--- src/rtl/bis_pkg.sv ---
// Shared types, constants and helpers for the bilinear image scaler.
// No dependencies; imported by bis_step_div and bilinear_image_scaler.
`timescale 1ns / 1ps

package bis_pkg;

    // Q.16 step ratio width and fraction width.
    localparam int STEP_W = 26;
    localparam int FRAC_W = 16;
    localparam int SIZE_W = 10;
    localparam logic [STEP_W-1:0] ONE_Q16 = 26'd65536;

    // Configuration register indexes.
    typedef enum logic [1:0] {
        CFG_SRC_WIDTH  = 2'd0,
        CFG_SRC_HEIGHT = 2'd1,
        CFG_DST_WIDTH  = 2'd2,
        CFG_DST_HEIGHT = 2'd3
    } cfg_index_t;

    // Operation codes of a request.
    localparam logic OP_WRITE = 1'b0;
    localparam logic OP_READ  = 1'b1;

    typedef struct packed {
        logic       op;
        logic [8:0] column;
        logic [8:0] row;
        logic [7:0] red_in;
        logic [7:0] green_in;
        logic [7:0] blue_in;
    } bis_req_t;

    typedef struct packed {
        logic [7:0] red;
        logic [7:0] green;
        logic [7:0] blue;
    } bis_rsp_t;

    // Effective size: zero reads as one, values over the limit read as the limit.
    function automatic logic [SIZE_W-1:0] clamp_size(logic [SIZE_W-1:0] v,
                                                     logic [SIZE_W-1:0] lim);
        logic [SIZE_W-1:0] r;
        if (v == '0) begin
            r = 10'd1;
        end else if (v > lim) begin
            r = lim;
        end else begin
            r = v;
        end
        return r;
    endfunction

endpackage

--- src/rtl/bis_step_div.sv ---
// Serial restoring divider that forms one Q.16 step ratio, size * 65536 / size.
// Depends on bis_pkg for the step and size widths.
`timescale 1ns / 1ps

module bis_step_div
    import bis_pkg::*;
(
    input  logic              clk,
    input  logic              rst_n,
    input  logic              start,
    input  logic [SIZE_W-1:0] num,
    input  logic [SIZE_W-1:0] den,
    output logic              busy,
    output logic [STEP_W-1:0] step
);

    localparam int CNT_W = $clog2(STEP_W);

    logic              busy_reg;
    logic [CNT_W-1:0]  cnt_reg;
    logic [STEP_W-1:0] q_reg;
    logic [SIZE_W-1:0] rem_reg;
    logic [SIZE_W-1:0] den_reg;
    logic [SIZE_W:0]   trial;
    logic              q_bit;
    logic [SIZE_W-1:0] rem_next;

    // One quotient bit per cycle: shift in the next dividend bit and try a subtract.
    always_comb
    begin
        trial = {rem_reg, q_reg[STEP_W-1]};
        if (trial >= {1'b0, den_reg}) begin
            q_bit    = 1'b1;
            rem_next = SIZE_W'(trial - {1'b0, den_reg});
        end else begin
            q_bit    = 1'b0;
            rem_next = trial[SIZE_W-1:0];
        end
    end

    // The quotient register holds the dividend while it runs and the ratio after.
    always_ff @(posedge clk or negedge rst_n)
    begin
        if (!rst_n) begin
            busy_reg <= 1'b0;
            cnt_reg  <= '0;
            q_reg    <= ONE_Q16;
        end else if (start) begin
            busy_reg <= 1'b1;
            cnt_reg  <= '0;
            q_reg    <= {num, {FRAC_W{1'b0}}};
        end else if (busy_reg) begin
            q_reg <= {q_reg[STEP_W-2:0], q_bit};
            if (cnt_reg == CNT_W'(STEP_W - 1)) begin
                busy_reg <= 1'b0;
            end
            cnt_reg <= cnt_reg + 1'b1;
        end
    end

    // Remainder and divisor are datapath only.
    always_ff @(posedge clk)
    begin
        if (start) begin
            rem_reg <= '0;
            den_reg <= den;
        end else if (busy_reg) begin
            rem_reg <= rem_next;
        end
    end

    assign busy = busy_reg;
    assign step = q_reg;

endmodule

--- config.mk ---
export PLATFORM = sky130hd
export DESIGN_NAME = bis_step_div
export DESIGN_NICKNAME = d
export VERILOG_FILES = /design/src/rtl/bis_pkg.sv /design/src/rtl/bis_step_div.sv
export SDC_FILE = /design/constraint.sdc
export NUM_CORES = 1
export LEC_CHECK = 0
export BUFFER_PORTS_ARGS = -buffer_cell sky130_fd_sc_hd__buf_4
export CAP_MARGIN = 0
export CELL_PAD_IN_SITES_DETAIL_PLACEMENT = 1
export CELL_PAD_IN_SITES_GLOBAL_PLACEMENT = 2
export CORE_ASPECT_RATIO = 0.9
export CORE_MARGIN = 5
export CORE_UTILIZATION = 35
export DETAILED_ROUTE_END_ITERATION = 7
export MAX_ROUTING_LAYER = met4
export PLACE_DENSITY = 0.82
export SLEW_MARGIN = 30
export SYNTH_ARGS = -nofsm -noshare
export SYNTH_HDL_FRONTEND = slang
export SYNTH_SLANG_ARGS = --single-unit
--- constraint.sdc ---
create_clock -name clk -period 2.6 [get_ports clk]
set_input_delay 0.13 -clock clk [delete_from_list [all_inputs] [get_ports clk]]
set_output_delay 0.13 -clock clk [all_outputs]
set_load 0.1 [all_outputs]
* Yosys cells after proc, flatten, opt, wreduce, memory -nomap -nowiden
Index checks and enable logic that the tools add are counted. Widths: inputs -> output; s select.
Storage, ports and cells: register bits after elaboration 52, input bits 23, output and inout port bits 27, logic and storage cells 19
Cells by class: add/subtract/negate cells 2, $lt $le $gt $ge 1, eq/ne operators 1, multiplexer cells 9, reduce and logical (&&, ||, !) cells 1
Operators with widths (number):
- $mux 26 | 2
- $ge 11x10->1 | 1
- $mux 10 | 1
- $mux 5 | 2
- $sub 10x10->10 | 1
- $add 5x1->5 const B | 1
- $eq 5x5->1 const B | 1
- $mux 1 | 4
- $reduce_bool 2->1 | 1

* Depth between registers and ports, before layout
depth after elaboration 4, gate-level depth with buffers 9, depth with buffers taken out 9

* Worst setup path after synthesis
No wires, ideal clock.
kind reg-to-reg, from reg q_reg[25] (netlist: step[25]), to reg rem_reg[8], setup time 0.091 ns, data arrival time 2.630 ns, data required time 2.509 ns, setup slack -0.121 ns, stages on the path, launching flop included 10, buffers on the path 0, clock period less this slack 2.721 ns, cells stage by stage dfrtp_1 -> inv_1 -> ha_1 -> fa_1 -> nand2b_1 -> a21oi_1 -> nor2b_1 -> or3_1 -> nand3_1 -> a311oi_1
On the way: cells in the longest elaborated chain, start to end 2, elaborated cells on any way between the ends 3, classes of those cells add/sub (1); order compare (1); mux (1)
Ends and longest elaborated chain:
- start: declaration | RTL line bis_step_div.sv:21 | logic [STEP_W-1:0] q_reg;
- start signal: assignment | RTL line bis_step_div.sv:51 | q_reg <= {num, {FRAC_W{1'b0}}};
- start signal: assignment | RTL line bis_step_div.sv:53 | q_reg <= {q_reg[STEP_W-2:0], q_bit};
- $sub 10x10->10 or $ge 11x10->1 (tied branches) | RTL line bis_step_div.sv:34, bis_step_div.sv:32
- $mux 10 * | RTL line bis_step_div.sv:32 | if (trial >= {1'b0, den_reg}) begin
- end signal: assignment | RTL line bis_step_div.sv:68 | rem_reg <= rem_next;
- end: declaration | RTL line bis_step_div.sv:22 | logic [SIZE_W-1:0] rem_reg;
Mark *: on every way between the ends. The rest lies on a longest branch, timed or not. A chain may end at the register's enable or synchronous reset.

* Final worst setup path
from reg q_reg[25] (netlist: step[25]), to reg rem_reg[0]
The elaborated chain is that of the path after synthesis.

==> results.cfg <==
[critical_path]
crit_required_ns = 2.83
critical_path_class = flop to flop
crit_slowest_cell = dfrtp_2
path_cells = inv_1 -> ha_1 -> nand2b_1 -> a21oi_2 -> o41ai_4 -> a41o_1 -> mux2_4 -> a211oi_2
critPathMaxStageDelay_ns = 0.43
path_max_fanout = 6
cp.arrival_ns = 2.61
cp-end-kind = flop
start_kind = flop

[final_layout]
final_core_util_pct = 44.5
multi_input_area_um2 = 1240
largest_reg_flops = 26
nNetsFinal = 350
area_growth_pct = 25.1
n_antenna_cell = 0
final-seq-area_um2 = 1310
nFillCells = 872
drive_gt1_share_pct = 22.9

[clock_tree]
path_clk_slew_ns = 0.11
cts_buffer_depth = 2
cts_sinks = 52
clkLatencyLatePin_ns = 0.31
cts_resized = 0
numCtsBuffers = 5
htree_levels = 2
cts_tree = done
ctsRootBufferMaster = clkbuf_8

[place]
io_buffers = 49
dpl.hpwl_um = 4390
place_congestion = 0.783

[sta]
finalMaxSlewViolations = 0
fmax_mhz = 419
worst_slew_margin_rel_pct = 56.0
fin_crit_sh_pct = 91.7
rsz0062_at_grt = no
setup_viol_count_final = 0
layout_min_cycle_time_ns = 2.38
worst_pin_slew_ns = 0.660
fin_setup_tns_ns = 0
clock_skew_ns = 0.0108
fin_hold_ws_ns = 0.0134
final-hold-violation-count = 0

[global_routing]
grtUsageTotal_pct = 14.4
overflow = 0
grt_pass1_vias = 2128
grt_pass1_wl_um = 10500
antenna_found_initial = 0
grt_start_max_net_pins = 48

[routing]
detail-route-antenna-nets = 0
drt_iter0_drc = 55
vias = 2047
drt_first_pass_iters = 4
routed_wl_um = 6250
post-route-drc-count = 0
via_per_inst = 4.98
drt-wirelength-per-cell_um = 15.2

[logic_synthesis]
syn-cell-area_um2 = 2660
ys_warn_count = 0
syn_nets = 293
netlist_instances = 257
synth_seq_area_share_pct = 49.1
synth_area_per_cell_um2 = 10.3
synth_seq_cells = 52
ys_types = 50

[die]
ioPinCount = 50
core-area_um2 = 7470
dieHeight_um = 92.6
die_w_um = 102
num_rows = 30
initial_core_util_pct = 35.5
dieArea_um2 = 9430

[min_path]
hp-class = input pin to flop

[outcome]
outcome = complete, no violations

[power_and_ir_drop]
leakage_nw = 1.69
ir_drop_mv = 0.288
p_per_area_nw_per_um2 = 707

[flow_run]
max_cap_violations = 0
==> path summary, 6_finish.rpt <==
path | start | endpoint | slack [ns] | cells after the start
worst max-delay path | step[25] | rem_reg[0] | 0.22 | 8
worst min-delay path | den[1] | den_reg[1] | 0.01 | 1
worst max register to register | step[25] | rem_reg[0] | 0.22 | 8
worst min register to register | rem_reg[4] | rem_reg[5] | 0.51 | 2
max in group asynchronous | rst_n | step[16] | 1.96 | 2
min in group asynchronous | rst_n | step[9] | 0.30 | 2
==> where the power goes <==
part	total (mW)	internal (mW)	switching (mW)
sequential	0.992	0.920	0.0720
clock	0.488	0.194	0.294
combinational	0.869	0.322	0.547
total	2.35	1.44	0.912
==> routing by layer <==
metal	part of all wire, %	wire, um	vias up	global-route usage, %
li1	-	-	1015	-
met2	44	2770	33	21.0
met4	1.0	64	0	4.26
met5	0	0	-	-
met3	3.0	187	4	2.33
met1	52	3230	995	20.5
==> worst max-delay path, delay by kind of cell, from the launching register on <==
kind	cells	cell delay, ns
compound gates	4	1.11
fa+ha+maj	1	0.19
buf+inv	1	0.09
flops	1	0.43
mux	1	0.34
simple gates	1	0.15
==> timing repair <==
item,4_1_cts,5_1_grt
buffers inserted,0,0
hold buffers,10,0
endpoints found under the hold margin,40,0
==> kinds of logic (layout without fill, tap and decap cells) <==
| group | Yosys count | after routing | synth area share [%] |
|---|---|---|---|
| AOI/OAI and AO/OA | 44 | 44 | 12.9 |
| DFF | 52 | 52 | 49.1 |
| muxes | 26 | 26 | 9.99 |
| xor gates and xnor gates | 7 | 7 | 2.31 |
| and+or+nand+nor | 87 | 87 | 15.0 |
| adders and majority gates | 13 | 13 | 6.41 |
| buffers and inverters | 28 | 86 | 4.34 |
==> layout by cell type, fill, tap and decap left out, drive strengths merged, types with 7 or more instances in the layout <==
master       instances
dfxtp               10
nand2               25
a21oi                7
dfrtp               31
dlygate4sd3         10
edfxtp              10
mux2i               25
buf                 53
nor2                36
inv                 15
ha                  12
o21ai               16
==> cell usage after synthesis (all sizes together) <==
cell	number	area, um2
a2111oi	1	15.0
a211oi	3	27.5
a21o	2	15.0
a21oi	7	42.5
a311oi	6	52.6
a31o	1	8.76
a41o	1	10.0
a41oi	1	16.3
and2	1	6.26
and4	1	8.76
buf	5	28.8
clkbuf	8	30.0
clkinv	1	3.75
dfrtp	31	776
dfstp	1	26.3
dfxtp	10	200
edfxtp	10	300
fa	1	20.0
ha	12	150
inv	14	52.6
mux2	1	15.0
mux2i	25	250
nand2	25	93.8
nand2b	5	31.3
nand3	2	10.0
nand3b	1	7.51
nand4	4	25.0
nand4b	1	8.76
nor2	36	135
nor2b	1	6.26
nor3	3	15.0
nor3b	1	7.51
nor4	1	6.26
nor4b	1	8.76
nor4bb	1	10.0
o211ai	1	12.5
o21ai	16	80.1
o22ai	1	6.26
o311a	1	10.0
o311ai	1	8.76
o41ai	2	36.3
or3	3	18.8
xnor2	2	17.5
xor2	5	43.8
==> final cells by class <==
type	instances	share of cell area [%]
repair buffers	63	15.4
well taps	96	3.62
clock buffers	5	2.07
flip-flops and latches	52	39.3
inverters	15	1.70
clock inverters	3	0.678
multi-input cells	177	37.3
==> metrics by stage <==
stage               cells  power, mW  setup slack [ns]  cell area [um2]
finish                411       2.35             0.216             3320
global placement      393       1.86             0.317             3130
floorplan             257       1.65             0.171             2660
detailed placement    393       1.87             0.247             3130
global route          411       2.51            0.0216             3320
CTS                   411       2.38             0.182             3320
Note: power is estimated with default switching activity, not from simulation.
